$ cat src/rtl/rssp_pkg.sv
// rssp_pkg: types, constants and helpers of the ramp/soak setpoint profiler.
// Used by the controller, the datapath, the top level and the checker.
package rssp_pkg;

  localparam int MAX_STAGES_DEF = 16;
  localparam int STAGE_W    = 5;
  localparam int TEMP_W     = 16;
  localparam int RATE_W     = 15;
  localparam int MIN_W      = 15;
  localparam int ES_W       = 32;
  localparam int MC_W       = 16;
  localparam int CC_W       = 8;
  localparam int MARGIN_W   = 15;
  localparam int UNIT_W     = 10;
  localparam int PROD_W     = RATE_W + ES_W;
  localparam int DIV_W      = 20;
  localparam int VAL_W      = PROD_W + 2;
  localparam int CNT_W      = $clog2(PROD_W);
  localparam int CFG_IDX_W  = 3;
  localparam int CFG_DATA_W = 15;
  localparam int SEC_PER_MIN = 60;
  localparam int DECI_FACTOR = 10;

  typedef enum logic [1:0] {
    OP_TICK    = 2'd0,
    OP_START   = 2'd1,
    OP_ADVANCE = 2'd2,
    OP_WRITE   = 2'd3
  } op_t;

  typedef enum logic [CFG_IDX_W-1:0] {
    REG_STAGE_COUNT  = 3'd0,
    REG_MARGIN       = 3'd1,
    REG_CONFIRM      = 3'd2,
    REG_UNIT_DIV     = 3'd3,
    REG_NO_DECIMALS  = 3'd4
  } cfg_reg_t;

  typedef enum logic [2:0] {
    ST_IDLE,
    ST_RD_CUR,
    ST_RD_PRV,
    ST_MUL,
    ST_DIV,
    ST_VAL,
    ST_FIN
  } state_t;

  typedef struct packed {
    op_t                      operation;
    logic signed [TEMP_W-1:0] measured_value;
    logic [STAGE_W-1:0]       stage_index;
    logic signed [TEMP_W-1:0] stage_temperature;
    logic [RATE_W-1:0]        stage_rate;
    logic [MIN_W-1:0]         stage_minutes;
  } in_item_t;

  typedef struct packed {
    logic signed [TEMP_W-1:0] setpoint;
    logic                     setpoint_written;
    logic                     running;
    logic                     soaking;
    logic [STAGE_W-1:0]       current_stage;
    logic [MC_W-1:0]          elapsed_minutes;
  } out_item_t;

  typedef struct packed {
    logic signed [TEMP_W-1:0] temp;
    logic [RATE_W-1:0]        rate;
    logic [MIN_W-1:0]         mins;
  } stage_entry_t;

  typedef struct packed {
    logic latch_in;
    logic rd_cur;
    logic rd_prv;
    logic cap_prv;
    logic mul;
    logic div_step;
    logic val;
    logic commit;
  } ctrl_cmd_t;

  typedef struct packed {
    logic in_is_tick;
    logic can_commit;
  } ctrl_sts_t;

  function automatic logic signed [TEMP_W-1:0] sat16(input logic signed [VAL_W-1:0] v);
    logic signed [VAL_W-1:0] hi;
    logic signed [VAL_W-1:0] lo;
    hi = VAL_W'(32767);
    lo = -VAL_W'(32768);
    if (v > hi) return 16'sh7FFF;
    else if (v < lo) return 16'sh8000;
    else return v[TEMP_W-1:0];
  endfunction

endpackage

$ cat src/rtl/ramp_soak_setpoint_profiler_top.sv
// ramp_soak_setpoint_profiler_top: top level of the ramp/soak setpoint profiler.
// Instantiates rssp_ctrl and rssp_dp; types from rssp_pkg.
//
// Usage:
//   in_*   : one item per event (one-second tick, start key, advance key,
//            stage-table write), valid/ready handshake.
//   out_*  : exactly one result item per input item, in order; it carries
//            the setpoint (0 unless setpoint_written) and the state after
//            the step.
//   cfg_*  : register writes (index 0..4), always ready; write only while
//            the block is idle. Indexes 5..7 are dropped.
// Sequencing:
//   A tick passes through two stage-table reads on the single read port,
//   one multiply, the one-bit-per-cycle restoring divider, one add or
//   subtract and the commit. Start, advance and write items go from idle
//   straight to the commit state. One item is in work at a time; the next
//   is accepted once the previous one has committed.
// Reset: synchronous on rst_n low; profile stopped at stage 1, counters
//   cleared, config at defaults. The stage table is not cleared: entries
//   read before they are written hold unknown values.
// Stall: a result waits in the output register; the block completes the
//   next item's work and holds it at commit until the register frees.
module ramp_soak_setpoint_profiler_top #(
  parameter int MAX_STAGES = rssp_pkg::MAX_STAGES_DEF
) (
  input  logic                             clk,
  input  logic                             rst_n,
  input  logic                             in_valid,
  output logic                             in_ready,
  input  rssp_pkg::in_item_t               in_data,
  output logic                             out_valid,
  input  logic                             out_ready,
  output rssp_pkg::out_item_t              out_data,
  input  logic                             cfg_valid,
  output logic                             cfg_ready,
  input  logic [rssp_pkg::CFG_IDX_W-1:0]   cfg_index,
  input  logic [rssp_pkg::CFG_DATA_W-1:0]  cfg_data
);

  rssp_pkg::ctrl_cmd_t cmd;
  rssp_pkg::ctrl_sts_t sts;

  // config writes never stall
  assign cfg_ready = 1'b1;

  rssp_ctrl u_ctrl (
    .clk      (clk),
    .rst_n    (rst_n),
    .in_valid (in_valid),
    .in_ready (in_ready),
    .sts      (sts),
    .cmd      (cmd)
  );

  rssp_dp #(
    .MAX_STAGES (MAX_STAGES)
  ) u_dp (
    .clk       (clk),
    .rst_n     (rst_n),
    .in_data   (in_data),
    .out_data  (out_data),
    .out_valid (out_valid),
    .out_ready (out_ready),
    .cfg_valid (cfg_valid),
    .cfg_index (cfg_index),
    .cfg_data  (cfg_data),
    .cmd       (cmd),
    .sts       (sts)
  );

endmodule

$ cat src/rtl/rssp_ctrl.sv
// rssp_ctrl: sequencer of the profiler; reads the stage table, runs the
// divider and commits each item. Depends on rssp_pkg.
module rssp_ctrl (
  input  logic                 clk,
  input  logic                 rst_n,
  input  logic                 in_valid,
  output logic                 in_ready,
  input  rssp_pkg::ctrl_sts_t  sts,
  output rssp_pkg::ctrl_cmd_t  cmd
);

  rssp_pkg::state_t state_r, state_nxt;
  logic [rssp_pkg::CNT_W-1:0] cnt_r, cnt_nxt;

  always_ff @(posedge clk) begin
    if (!rst_n) begin
      state_r <= rssp_pkg::ST_IDLE;
      cnt_r   <= '0;
    end else begin
      state_r <= state_nxt;
      cnt_r   <= cnt_nxt;
    end
  end

  always_comb begin
    state_nxt = state_r;
    cnt_nxt   = cnt_r;
    unique case (state_r)
      rssp_pkg::ST_IDLE: begin
        if (in_valid) state_nxt = sts.in_is_tick ? rssp_pkg::ST_RD_CUR : rssp_pkg::ST_FIN;
      end
      rssp_pkg::ST_RD_CUR: state_nxt = rssp_pkg::ST_RD_PRV;
      rssp_pkg::ST_RD_PRV: state_nxt = rssp_pkg::ST_MUL;
      rssp_pkg::ST_MUL: begin
        state_nxt = rssp_pkg::ST_DIV;
        cnt_nxt   = '0;
      end
      rssp_pkg::ST_DIV: begin
        cnt_nxt = cnt_r + 1'b1;
        if (cnt_r == rssp_pkg::CNT_W'(rssp_pkg::PROD_W - 1)) state_nxt = rssp_pkg::ST_VAL;
      end
      rssp_pkg::ST_VAL: state_nxt = rssp_pkg::ST_FIN;
      rssp_pkg::ST_FIN: begin
        if (sts.can_commit) state_nxt = rssp_pkg::ST_IDLE;
      end
      default: state_nxt = rssp_pkg::ST_IDLE;
    endcase
  end

  always_comb begin
    cmd          = '0;
    in_ready     = (state_r == rssp_pkg::ST_IDLE);
    cmd.latch_in = (state_r == rssp_pkg::ST_IDLE) && in_valid;
    cmd.rd_cur   = (state_r == rssp_pkg::ST_RD_CUR);
    cmd.rd_prv   = (state_r == rssp_pkg::ST_RD_PRV);
    cmd.cap_prv  = (state_r == rssp_pkg::ST_MUL);
    cmd.mul      = (state_r == rssp_pkg::ST_MUL);
    cmd.div_step = (state_r == rssp_pkg::ST_DIV);
    cmd.val      = (state_r == rssp_pkg::ST_VAL);
    cmd.commit   = (state_r == rssp_pkg::ST_FIN) && sts.can_commit;
  end

endmodule

$ cat src/rtl/rssp_dp.sv
// rssp_dp: datapath of the profiler; stage table, profile state, config
// registers, multiplier, radix-2 divider and output register. Uses rssp_pkg.
module rssp_dp #(
  parameter int MAX_STAGES = rssp_pkg::MAX_STAGES_DEF
) (
  input  logic                                clk,
  input  logic                                rst_n,
  input  rssp_pkg::in_item_t                  in_data,
  output rssp_pkg::out_item_t                 out_data,
  output logic                                out_valid,
  input  logic                                out_ready,
  input  logic                                cfg_valid,
  input  logic [rssp_pkg::CFG_IDX_W-1:0]      cfg_index,
  input  logic [rssp_pkg::CFG_DATA_W-1:0]     cfg_data,
  input  rssp_pkg::ctrl_cmd_t                 cmd,
  output rssp_pkg::ctrl_sts_t                 sts
);

  localparam int AW = (MAX_STAGES > 1) ? $clog2(MAX_STAGES) : 1;
  localparam int SW = $clog2(MAX_STAGES + 1);
  localparam int VW = rssp_pkg::VAL_W;
  localparam int PW = rssp_pkg::PROD_W;
  localparam int DW = rssp_pkg::DIV_W;

  // config registers
  logic [rssp_pkg::STAGE_W-1:0]  sc_r;
  logic [rssp_pkg::MARGIN_W-1:0] margin_r;
  logic [rssp_pkg::CC_W-1:0]     confirm_r;
  logic [rssp_pkg::UNIT_W-1:0]   unit_r;
  logic                          nodec_r;

  // profile state
  logic                        run_r, run_nxt;
  logic                        phase_r, phase_nxt;
  logic [SW-1:0]               stage_r, stage_nxt;
  logic [rssp_pkg::MC_W-1:0]   mc_r, mc_nxt;
  logic [rssp_pkg::ES_W-1:0]   es_r, es_nxt;
  logic [rssp_pkg::CC_W-1:0]   cc_r, cc_nxt;

  // working registers
  rssp_pkg::in_item_t            item_r;
  rssp_pkg::stage_entry_t        stage_mem [MAX_STAGES];
  rssp_pkg::stage_entry_t        mem_q_r;
  rssp_pkg::stage_entry_t        cur_r;
  logic signed [rssp_pkg::TEMP_W-1:0] prv_r;
  logic [PW-1:0]                 dq_r;
  logic [DW-1:0]                 rem_r;
  logic [DW-1:0]                 dvs_r;
  logic signed [VW-1:0]          v_r;
  logic                          out_valid_r;
  rssp_pkg::out_item_t           out_r;

  logic                          rd_en, wr_en;
  logic [AW-1:0]                 rd_addr, wr_addr;
  logic [rssp_pkg::ES_W-1:0]     es1;
  logic [rssp_pkg::UNIT_W-1:0]   unit_eff;
  logic [DW:0]                   trial;
  logic                          q_bit;
  logic signed [VW-1:0]          prv_x, tgt_x, q_x, lim_x, v_c;
  logic                          up, eq, reached;
  logic [rssp_pkg::CC_W-1:0]     cc1;
  logic [SW-1:0]                 eff;
  logic                          soak_done, idx_ok;
  logic signed [rssp_pkg::TEMP_W-1:0] sp;
  logic                          wr;

  assign sts.in_is_tick = (in_data.operation == rssp_pkg::OP_TICK);
  assign sts.can_commit = !out_valid_r || out_ready;

  // config port
  always_ff @(posedge clk) begin
    if (!rst_n) begin
      sc_r      <= rssp_pkg::STAGE_W'(1);
      margin_r  <= '0;
      confirm_r <= rssp_pkg::CC_W'(3);
      unit_r    <= rssp_pkg::UNIT_W'(1);
      nodec_r   <= 1'b0;
    end else if (cfg_valid) begin
      unique case (cfg_index)
        rssp_pkg::REG_STAGE_COUNT: sc_r      <= cfg_data[rssp_pkg::STAGE_W-1:0];
        rssp_pkg::REG_MARGIN:      margin_r  <= cfg_data[rssp_pkg::MARGIN_W-1:0];
        rssp_pkg::REG_CONFIRM:     confirm_r <= cfg_data[rssp_pkg::CC_W-1:0];
        rssp_pkg::REG_UNIT_DIV:    unit_r    <= cfg_data[rssp_pkg::UNIT_W-1:0];
        rssp_pkg::REG_NO_DECIMALS: nodec_r   <= cfg_data[0];
        default: ;
      endcase
    end
  end

  // stage table: one write port, one registered read port
  assign idx_ok  = (item_r.stage_index >= rssp_pkg::STAGE_W'(1)) &&
                   (32'(item_r.stage_index) <= MAX_STAGES);
  assign wr_en   = cmd.commit && (item_r.operation == rssp_pkg::OP_WRITE) && idx_ok;
  assign wr_addr = AW'(item_r.stage_index - rssp_pkg::STAGE_W'(1));
  assign rd_en   = cmd.rd_cur || cmd.rd_prv;
  assign rd_addr = cmd.rd_cur ? AW'(stage_r - SW'(1)) : AW'(stage_r - SW'(2));

  always_ff @(posedge clk) begin
    if (wr_en) begin
      stage_mem[wr_addr] <= '{temp: item_r.stage_temperature,
                              rate: item_r.stage_rate,
                              mins: item_r.stage_minutes};
    end
    if (rd_en) mem_q_r <= stage_mem[rd_addr];
  end

  // operand capture, multiply, divide
  assign es1      = es_r + 1'b1;
  assign unit_eff = (unit_r == '0) ? rssp_pkg::UNIT_W'(1) : unit_r;
  assign trial    = {rem_r, dq_r[PW-1]};
  assign q_bit    = (trial >= {1'b0, dvs_r});

  always_ff @(posedge clk) begin
    if (cmd.latch_in) item_r <= in_data;
    if (cmd.rd_prv)   cur_r  <= mem_q_r;
    if (cmd.cap_prv)  prv_r  <= (stage_r == SW'(1)) ? '0 : mem_q_r.temp;
    if (cmd.mul) begin
      dq_r  <= PW'(cur_r.rate) * PW'(es1);
      rem_r <= '0;
      dvs_r <= DW'(unit_eff) * DW'(nodec_r ? rssp_pkg::SEC_PER_MIN * rssp_pkg::DECI_FACTOR
                                           : rssp_pkg::SEC_PER_MIN);
    end
    if (cmd.div_step) begin
      rem_r <= q_bit ? DW'(trial - {1'b0, dvs_r}) : trial[DW-1:0];
      dq_r  <= {dq_r[PW-2:0], q_bit};
    end
    if (cmd.val) v_r <= up ? prv_x + q_x : prv_x - q_x;
  end

  // step logic
  assign prv_x = VW'(prv_r);
  assign tgt_x = VW'(cur_r.temp);
  assign q_x   = $signed({2'b00, dq_r});
  assign up    = tgt_x > prv_x;
  assign eq    = tgt_x == prv_x;
  assign reached = up ? (item_r.measured_value >= cur_r.temp)
                      : (item_r.measured_value <= cur_r.temp);
  assign cc1   = cc_r + 1'b1;
  assign lim_x = up ? tgt_x + VW'($signed({1'b0, margin_r}))
                    : tgt_x - VW'($signed({1'b0, margin_r}));
  assign soak_done = rssp_pkg::ES_W'(cur_r.mins * 21'd60) <= es1;
  assign eff = (sc_r == '0) ? SW'(1) :
               (32'(sc_r) > MAX_STAGES) ? SW'(MAX_STAGES) : SW'(sc_r);

  always_comb begin
    run_nxt   = run_r;
    phase_nxt = phase_r;
    stage_nxt = stage_r;
    mc_nxt    = mc_r;
    es_nxt    = es_r;
    cc_nxt    = cc_r;
    sp        = '0;
    wr        = 1'b0;
    v_c       = v_r;
    case (item_r.operation)
      rssp_pkg::OP_TICK: begin
        wr = 1'b1;
        if (!run_r) begin
          es_nxt    = '0;
          cc_nxt    = '0;
          mc_nxt    = '0;
          phase_nxt = 1'b0;
        end else begin
          es_nxt = es1;
          if (mc_r != '0 && es1 > rssp_pkg::ES_W'({6'b0, mc_r} * 22'd60))
            mc_nxt = mc_r + 1'b1;
          if (!phase_r) begin
            if (eq) begin
              cc_nxt    = '0;
              es_nxt    = '0;
              phase_nxt = 1'b1;
              sp        = cur_r.temp;
            end else if (reached) begin
              if (cc1 != confirm_r) begin
                cc_nxt = cc1;
                sp     = rssp_pkg::sat16(v_r);
              end else begin
                cc_nxt    = '0;
                es_nxt    = '0;
                phase_nxt = 1'b1;
                sp        = cur_r.temp;
              end
            end else begin
              // hold the ramp within the margin past the target
              if (up && v_r >= lim_x) v_c = lim_x;
              if (!up && v_r <= lim_x) v_c = lim_x;
              sp = rssp_pkg::sat16(v_c);
            end
          end else begin
            wr = 1'b0;
            if (soak_done) begin
              es_nxt = '0;
              mc_nxt = rssp_pkg::MC_W'(1);
              if (stage_r < eff) begin
                stage_nxt = stage_r + 1'b1;
                phase_nxt = 1'b0;
              end else begin
                // last stage done: stop and issue its target
                wr        = 1'b1;
                sp        = cur_r.temp;
                run_nxt   = 1'b0;
                stage_nxt = SW'(1);
              end
            end
          end
        end
      end
      rssp_pkg::OP_START: begin
        run_nxt   = 1'b1;
        stage_nxt = SW'(1);
      end
      rssp_pkg::OP_ADVANCE: begin
        if (stage_r < eff) begin
          stage_nxt = stage_r + 1'b1;
          phase_nxt = 1'b0;
        end else begin
          run_nxt   = 1'b0;
          stage_nxt = SW'(1);
        end
      end
      default: ;
    endcase
  end

  always_ff @(posedge clk) begin
    if (!rst_n) begin
      run_r       <= 1'b0;
      phase_r     <= 1'b0;
      stage_r     <= SW'(1);
      mc_r        <= '0;
      es_r        <= '0;
      cc_r        <= '0;
      out_valid_r <= 1'b0;
    end else begin
      if (cmd.commit) begin
        run_r   <= run_nxt;
        phase_r <= phase_nxt;
        stage_r <= stage_nxt;
        mc_r    <= mc_nxt;
        es_r    <= es_nxt;
        cc_r    <= cc_nxt;
      end
      if (cmd.commit) out_valid_r <= 1'b1;
      else if (out_ready) out_valid_r <= 1'b0;
    end
  end

  always_ff @(posedge clk) begin
    if (cmd.commit) begin
      out_r.setpoint         <= wr ? sp : '0;
      out_r.setpoint_written <= wr;
      out_r.running          <= run_nxt;
      out_r.soaking          <= phase_nxt;
      out_r.current_stage    <= rssp_pkg::STAGE_W'(stage_nxt);
      out_r.elapsed_minutes  <= mc_nxt;
    end
  end

  assign out_valid = out_valid_r;
  assign out_data  = out_r;

endmodule

$ cat config.mk
export PLATFORM = sky130hd
export DESIGN_NAME = ramp_soak_setpoint_profiler_top
export DESIGN_NICKNAME = d
export VERILOG_FILES = /design/src/rtl/rssp_pkg.sv /design/src/rtl/ramp_soak_setpoint_profiler_top.sv /design/src/rtl/rssp_ctrl.sv /design/src/rtl/rssp_dp.sv
export SDC_FILE = /design/constraint.sdc
export NUM_CORES = 2
export LEC_CHECK = 0
export BUFFER_PORTS_ARGS = -buffer_cell sky130_fd_sc_hd__buf_2
export CORE_AREA = 2 2 383 309
export CTS_CLUSTER_DIAMETER = 120
export DETAILED_ROUTE_END_ITERATION = 7
export DIE_AREA = 0 0 385 311
export GPL_TIMING_DRIVEN = 0
export PLACE_DENSITY = 0.81
export SETUP_SLACK_MARGIN = 0.15
export SLEW_MARGIN = 10
export SYNTH_ARGS = -nofsm -noshare
export SYNTH_HDL_FRONTEND = slang
export SYNTH_SLANG_ARGS = --single-unit
export TNS_END_PERCENT = 20
$ cat constraint.sdc
create_clock -name clk -period 25.7 [get_ports clk]
set_input_delay 1.285 -clock clk [delete_from_list [all_inputs] [get_ports clk]]
set_output_delay 1.285 -clock clk [all_outputs]
set_load 0.03 [all_outputs]
# Word level (Yosys, flattened, before mapping)
# Memory sizes are Yosys's and may differ from the RTL's. A register that Yosys moved wholly into a read port is not among the register bits.
# Index checks and enable logic that the tools add are counted.
[classes]
addsub = 13
multipliers = 4
order_cmp = 16
n_eq_ne = 22
mux = 80
n_reduce_logical = 30
[ops]
columns = ["op", "n"]
rows = [
  ["two-way mux 49 bit", 9],
  ["two-way mux 16 bit", 15],
  ["two-way mux 32 bit", 6],
  ["greater-than comparator 49 x 16 -> 1 bit, second input constant", 2],
  ["less-than comparator 49 x 16 -> 1 bit, second input constant", 2],
  ["two-way mux 47 bit", 2],
  ["two-way mux 20 bit", 3],
  ["adder 16 x 48 -> 49 bit", 1],
  ["greater-or-equal comparator 49 bit", 1],
  ["less-or-equal comparator 49 bit", 1],
  ["subtractor 16 x 48 -> 49 bit", 1],
  ["multiplier 15 x 32 -> 47 bit", 1],
  ["two-way mux 8 bit", 5],
  ["adder 32 x 1 -> 32 bit, second input constant", 1],
  ["greater-than comparator 32 x 22 -> 1 bit", 1],
  ["less-or-equal comparator 21 x 32 -> 1 bit", 1],
  ["two-way mux 5 bit", 6],
  ["two-way mux 1 bit", 22],
  ["greater-or-equal comparator 21 x 20 -> 1 bit", 1],
  ["case mux 3 bit (7 select lines)", 1],
  ["multiplier 10 x 20 -> 20 bit", 1],
  ["multiplier 16 x 4 -> 20 bit, second input constant", 1],
  ["two-way mux 10 bit", 2],
  ["subtractor 20 bit", 1],
  ["other kinds (46)", 78],
]
[totals]
register_bits = 419
mem_bits_rw = 736
input_bits = 92
output_inout_bits = 43
word_cells = 200
memories = 1
[memory_table]
columns = ["name", "words", "word_bits", "read_ports", "rd_ports_with_merged_regs", "write_ports", "line", "text"]
rows = [
  ["u_dp.stage_mem", 16, 46, 1, 1, 1, "rssp_dp.sv:42", "rssp_pkg::stage_entry_t stage_mem [MAX_STAGES];"],
]

# Longest topological paths before layout
[depth]
depth_word = 17
ltp_mapped = 33
depth_no_buf = 31

# Cells and area by module
# Synthesis repeated with hierarchy kept, for this count alone.
[hier_totals]
cells_unflattened = 5804
area_unflattened_um2 = 73878.4
[modules_own_cells]
columns = ["mod", "n_inst", "cells_per_inst", "area_per_inst_um2", "seq_area_each_um2"]
rows = [
  ["rssp_dp", 1, 5732, 73292.8, 34703.3],
  ["rssp_ctrl", 1, 70, 574.3, 180.2],
  ["ramp_soak_setpoint_profiler_top", 1, 2, 11.3, 0.0],
]

# Least setup slack after synthesis
# OpenSTA, ideal clock, no wires.
[synth_timing]
path_kind = "register -> register"
from = "reg u_dp.prv_r[15] in the netlist's numbering"
to = "reg u_dp.out_r, in the netlist u_dp.out_data[25] (data pin)"
setup_ps = 152
t_arrival_ps = 8516
t_required_ps = 25548
slack_ps = 17032
stages_incl_launch_ff = 31
path_buffers = 2
period_less_slack_ps = 8668
cell_sequence = "edfxtp_1 -> inv_1 -> ha_1 -> nand4_1 -> nor4_1 -> a21boi_1 -> o31ai_2 -> nor2_2 -> clkbuf_1 -> mux2i_1 -> fa_1 -> a211oi_1 -> o21ai_0 -> a21boi_0 -> o21ai_0 -> nand4_1 -> nand2_1 -> xnor2_1 -> ha_1 -> a21oi_1 -> o21ai_0 -> a211oi_1 -> o32ai_1 -> a211oi_1 -> a2bb2oi_1 -> nor2_1 -> nand3_1 -> nand3_1 -> clkbuf_1 -> a221oi_1 -> o21ai_0"
[synth_via]
elab_chain_len = 17
word_cells_on_any_way = 23
classes_between = "5 x order compare; 1 x eq/ne; 14 x mux; 3 x reduce/logical"
[synth_rtl]
columns = ["item", "line", "text"]
rows = [
  ["start, declared", "rssp_dp.sv:45", "logic signed [rssp_pkg::TEMP_W-1:0] prv_r;"],
  ["start signal, assigned", "rssp_dp.sv:116", "if (cmd.cap_prv) prv_r <= (stage_r == SW'(1)) ? '0 : mem_q_r.temp;"],
  ["greater-than comparator 16 bit", "rssp_dp.sv:134", "assign up = tgt_x > prv_x;"],
  ["two-way mux 49 bit", "rssp_dp.sv:139", "assign lim_x = up ? tgt_x + VW'($signed({1'b0, margin_r}))"],
  ["greater-or-equal comparator 49 bit", "rssp_dp.sv:185", "if (up && v_r >= lim_x) v_c = lim_x;"],
  ["logical AND 1 bit", "rssp_dp.sv:185", ""],
  ["two-way mux 49 bit", "rssp_dp.sv:185", ""],
  ["two-way mux 49 bit", "rssp_dp.sv:186", "if (!up && v_r <= lim_x) v_c = lim_x;"],
  ["two-way mux 49 bit", "rssp_dp.sv:173", "end else if (reached) begin"],
  ["two-way mux 49 bit", "rssp_dp.sv:168", "if (eq) begin"],
  ["two-way mux 49 bit", "rssp_dp.sv:167", "if (!phase_r) begin"],
  ["two-way mux 49 bit", "rssp_dp.sv:158", "if (!run_r) begin"],
  ["two-way mux 49 bit", "rssp_dp.sv:155", "case (item_r.operation)"],
  ["less-than comparator 49 x 16 -> 1 bit", "rssp_pkg.sv:95", "else if (v < lo) return 16'sh8000;"],
  ["two-way mux 16 bit", "rssp_pkg.sv:95", ""],
  ["two-way mux 16 bit", "rssp_pkg.sv:94", "if (v > hi) return 16'sh7FFF;"],
  ["two-way mux 16 bit", "rssp_dp.sv:173", ""],
  ["two-way mux 16 bit (*)", "rssp_dp.sv:168", ""],
  ["two-way mux 16 bit (*)", "rssp_dp.sv:167", ""],
  ["end, declared", "rssp_dp.sv:51", "rssp_pkg::out_item_t out_r;"],
]
# Every way passes the cells marked *; elsewhere a longest branch is shown, timed or not. The select of a mux whose other input is x is not followed.
# A chain may end at the register's enable or synchronous reset.

# Worst setup path after layout
[layout_timing]
from = "reg u_dp.es_r[0] in the netlist's numbering"
to = "reg u_dp.dq_r[43] (data pin)"
[layout_via]
elab_chain_len = 4
[layout_rtl]
columns = ["item", "line", "text"]
rows = [
  ["start, declared", "rssp_dp.sv:37", "logic [rssp_pkg::ES_W-1:0] es_r, es_nxt;"],
  ["start signal, assigned", "rssp_dp.sv:240", "es_r <= es_nxt;"],
  ["adder 32 x 1 -> 32 bit", "rssp_dp.sv:108", "assign es1 = es_r + 1'b1;"],
  ["multiplier 15 x 32 -> 47 bit", "rssp_dp.sv:118", "dq_r <= PW'(cur_r.rate) * PW'(es1);"],
  ["two-way mux 47 bit", "rssp_dp.sv:117", "if (cmd.mul) begin"],
  ["two-way mux 47 bit", "rssp_dp.sv:123", "if (cmd.div_step) begin"],
  ["end signal, assigned", "rssp_dp.sv:118", ""],
  ["end signal, assigned", "rssp_dp.sv:125", "dq_r <= {dq_r[PW-2:0], q_bit};"],
  ["end, declared", "rssp_dp.sv:46", "logic [PW-1:0] dq_r;"],
]
# No other way between the ends. The select of a mux whose other input is x is not followed.

==> impl_metrics.toml <==
[clocking]
clk_latency_ps = 800
cts_made_buffers = 113
htreeDepth = 3
cts_tree = "yes"
post_cts_resized = 0
clock_sinks = 1199
cts.clk_slew.worst_paths_ps = 70
cts_root_buffer = "clkbuf_16"
ctsHoldBuffers = 0
cts_setup_buffers = 0
clockBufferDepth = 3

[global_route]
antenna_found_initial = 14
grt_pass1_vias = 50282
grt_max_degree = 69
grt_overflow = 0
grt_pass1_wl_um = 313000
grt_usage = 0.352

[worst_setup_path]
cp-start-kind = "flop"
regToRegSetupSlack_ps = 15850
worst_ep_required_time_ps = 26190
cp_slowest_stage_delay_ps = 820
critPathArrivalTime_ps = 10340
endpoint_kind = "flop"
cp_common_cell = "fa_1"
critical_path_class = "flop to flop"
crit_fanout = 10
slowest_stage = "xor2_1"

[floorplanning]
die_area_um2 = 120000
design.core.area_um2 = 116000
start_util = 0.635
row_count = 112
fp.dieW_um = 385
pin_count = 135
chipHeight_um = 311

[power_and_ir_drop]
p_comb_frac = 0.275
pwr-share-seq = 0.429
leakage_nw = 32.1
switchingPower_mw = 1.82
ir_drop_mv = 0.113
swShare = 0.327
pwr-share-clk = 0.297
p_int_mw = 3.75
power_density_nw_per_um2 = 68.8

[timing]
rsz0062_at_grt = "false"
finalHoldViolCount = 0
period_share = 0.383
period_needed_ps = 9850
fin_skew_ps = 97.8
setup_viol_count_final = 0
slew_headroom = 0.148
slew_violations = 0
fmax_mhz = 102
worst_pin_slew_ps = 1260
hold_slack_ps = 416
fin_tns_setup_ps = 0

[synthesis]
synth_cells = 5783
synth_top_family_by_area = "adder cells"
synth_warnings = 0
yosysSeqAreaShare = 0.474
yosysUniqueCellTypes = 88
synth_edf_count = 1087
synth_seq_cells = 1199
avgSynthCellArea_um2 = 12.7
synthAdderAreaFrac = 0.206
synthMuxAreaShare = 0.0741
synthFlopType = "edfxtp_1"
synthXorXnorAreaFrac = 0.0309
synthArstFlopShare = 0
syn_area_um2 = 73600
synthSimpleGateAreaFrac = 0.0990
synth-compound-area-share = 0.0788

[final_layout]
area_delta_synth_final_pct = 10.2
nFillCells = 7664
drive_gt1_frac = 0.110
final_common_cell = "edfxtp_1"
nNetsFinal = 7117
mostFrequentLayoutCells = "1087 x edfxtp_1, 567 x nand2_1, 488 x inv_1"
multi_input_area_um2 = 36100
regArea_um2 = 34900

[routing]
final_antenna_net_count = 0
routedWlPerCell_um = 26.9
vias = 50348
drt-total-wl_um = 208000
vias_per_cell = 6.50
dr.pass1.iters = 6
drt_iter0_drc = 6013
drc = 0

[run_status]
status = "finished, final reports clean"

[job]
cap_violations = 0

[place]
routabilityCongestion = 0.972
port_buffers = 131
hpwl_um = 149000

[worst_hold_path]
hp-class = "flop to flop"
## critical path: cells and delay by family (launching register included)
family | cells | cell delay (ps)
fa+ha+maj | 7 | 3430
compound gates | 10 | 2480
flops | 1 | 350
buf+inv | 6 | 1300
xor+xnor | 2 | 1100
simple gates | 4 | 960
## metrics by stage
stage	total power, mW	area (µm²)	utilization	cells	setup slack, ps
2_1_floorplan	3.43	73600	-	5784	17030
3_3_place_gp	3.82	76200	0.658	7454	11470
3_5_place_dp	3.91	77500	0.668	7521	16100
4_1_cts	5.55	81100	0.700	7733	16070
5_1_grt	5.80	81100	0.700	7736	15470
6_report	5.58	81100	0.700	7741	15850
## routing by layer
| layer | vias to the layer above | routed length [µm] | global-route usage |
|---|---|---|---|
| met3 | 596 | 22100 | 0.0823 |
| li1 | 21450 | - | - |
| met4 | 12 | 9750 | 0.143 |
| met5 | - | 80 | 0 |
| met2 | 3112 | 98500 | 0.561 |
| met1 | 25178 | 78000 | 0.469 |
## cells by family (layout without fill, tap and decap cells)
family          count (synthesis)  count (layout)
simple gates                 1497            1497
mux                           257             257
buf+inv                       731            1142
xor+xnor                      260             260
flops                        1199            1199
compound gates                910             910
fa+ha+maj                     927             927
other cells                     2              10
## synth_stat cells, types with 123 or more instances
master / count / area [µm²]
edfxtp_1: 1087 / 32600
nand2_1: 567 / 2130
inv_1: 490 / 1840
fa_1: 473 / 9470
ha_1: 454 / 5680
a21oi_1: 259 / 1300
nor2_1: 246 / 923
mux4_2: 230 / 5180
and2_1: 209 / 1310
clkbuf_1: 206 / 773
o21ai_0: 203 / 1020
xor2_1: 137 / 1200
xnor2_1: 123 / 1080
## power groups by stage
stage | sequential, mW | combinational, mW | clock, mW
2_1_floorplan | 2.36 | 1.07 | 0
3_3_place_gp | 2.42 | 1.40 | 0
3_5_place_dp | 2.42 | 1.49 | 0
4_1_cts | 2.38 | 1.51 | 1.66
5_1_grt | 2.39 | 1.68 | 1.73
6_report | 2.39 | 1.53 | 1.65
## worst paths after layout
check | cells after the start | start | to
setup / recovery | 29 | u_dp.es_r[0]$_SDFFE_PN0P_ | u_dp.dq_r[43]$_DFFE_PP_
hold / removal | 0 | u_dp.mem_q_r[13]$_DFFE_PP_ | u_dp.cur_r[13]$_DFFE_PP_
setup reg to reg | 29 | u_dp.es_r[0]$_SDFFE_PN0P_ | u_dp.dq_r[43]$_DFFE_PP_
hold reg to reg | 0 | u_dp.mem_q_r[13]$_DFFE_PP_ | u_dp.cur_r[13]$_DFFE_PP_
## registers in the layout (all words and copies together), names as in the netlist, 16 cells and up
signal,count
u_dp.cur_r,46
u_dp.dq_r,47
u_dp.dvs_r,18
u_dp.es_r,32
u_dp.item_r,69
u_dp.mc_r,16
u_dp.mem_q_r,46
u_dp.out_data,40
u_dp.prv_r,16
u_dp.rem_r,20
u_dp.stage_mem,736
u_dp.v_r,49
## final cells by class
type                       instances  share of cell area
buffer                           240              0.0115
multi-input combinational       3854               0.446
antenna                            7            0.000216
timing repair buffer             199              0.0215
tap                             1539              0.0237
clock inverter                    66             0.00683
clock buffer                     146              0.0378
inverter                         491              0.0228
sequential                      1199               0.430
(Power assumes the default switching activity.)
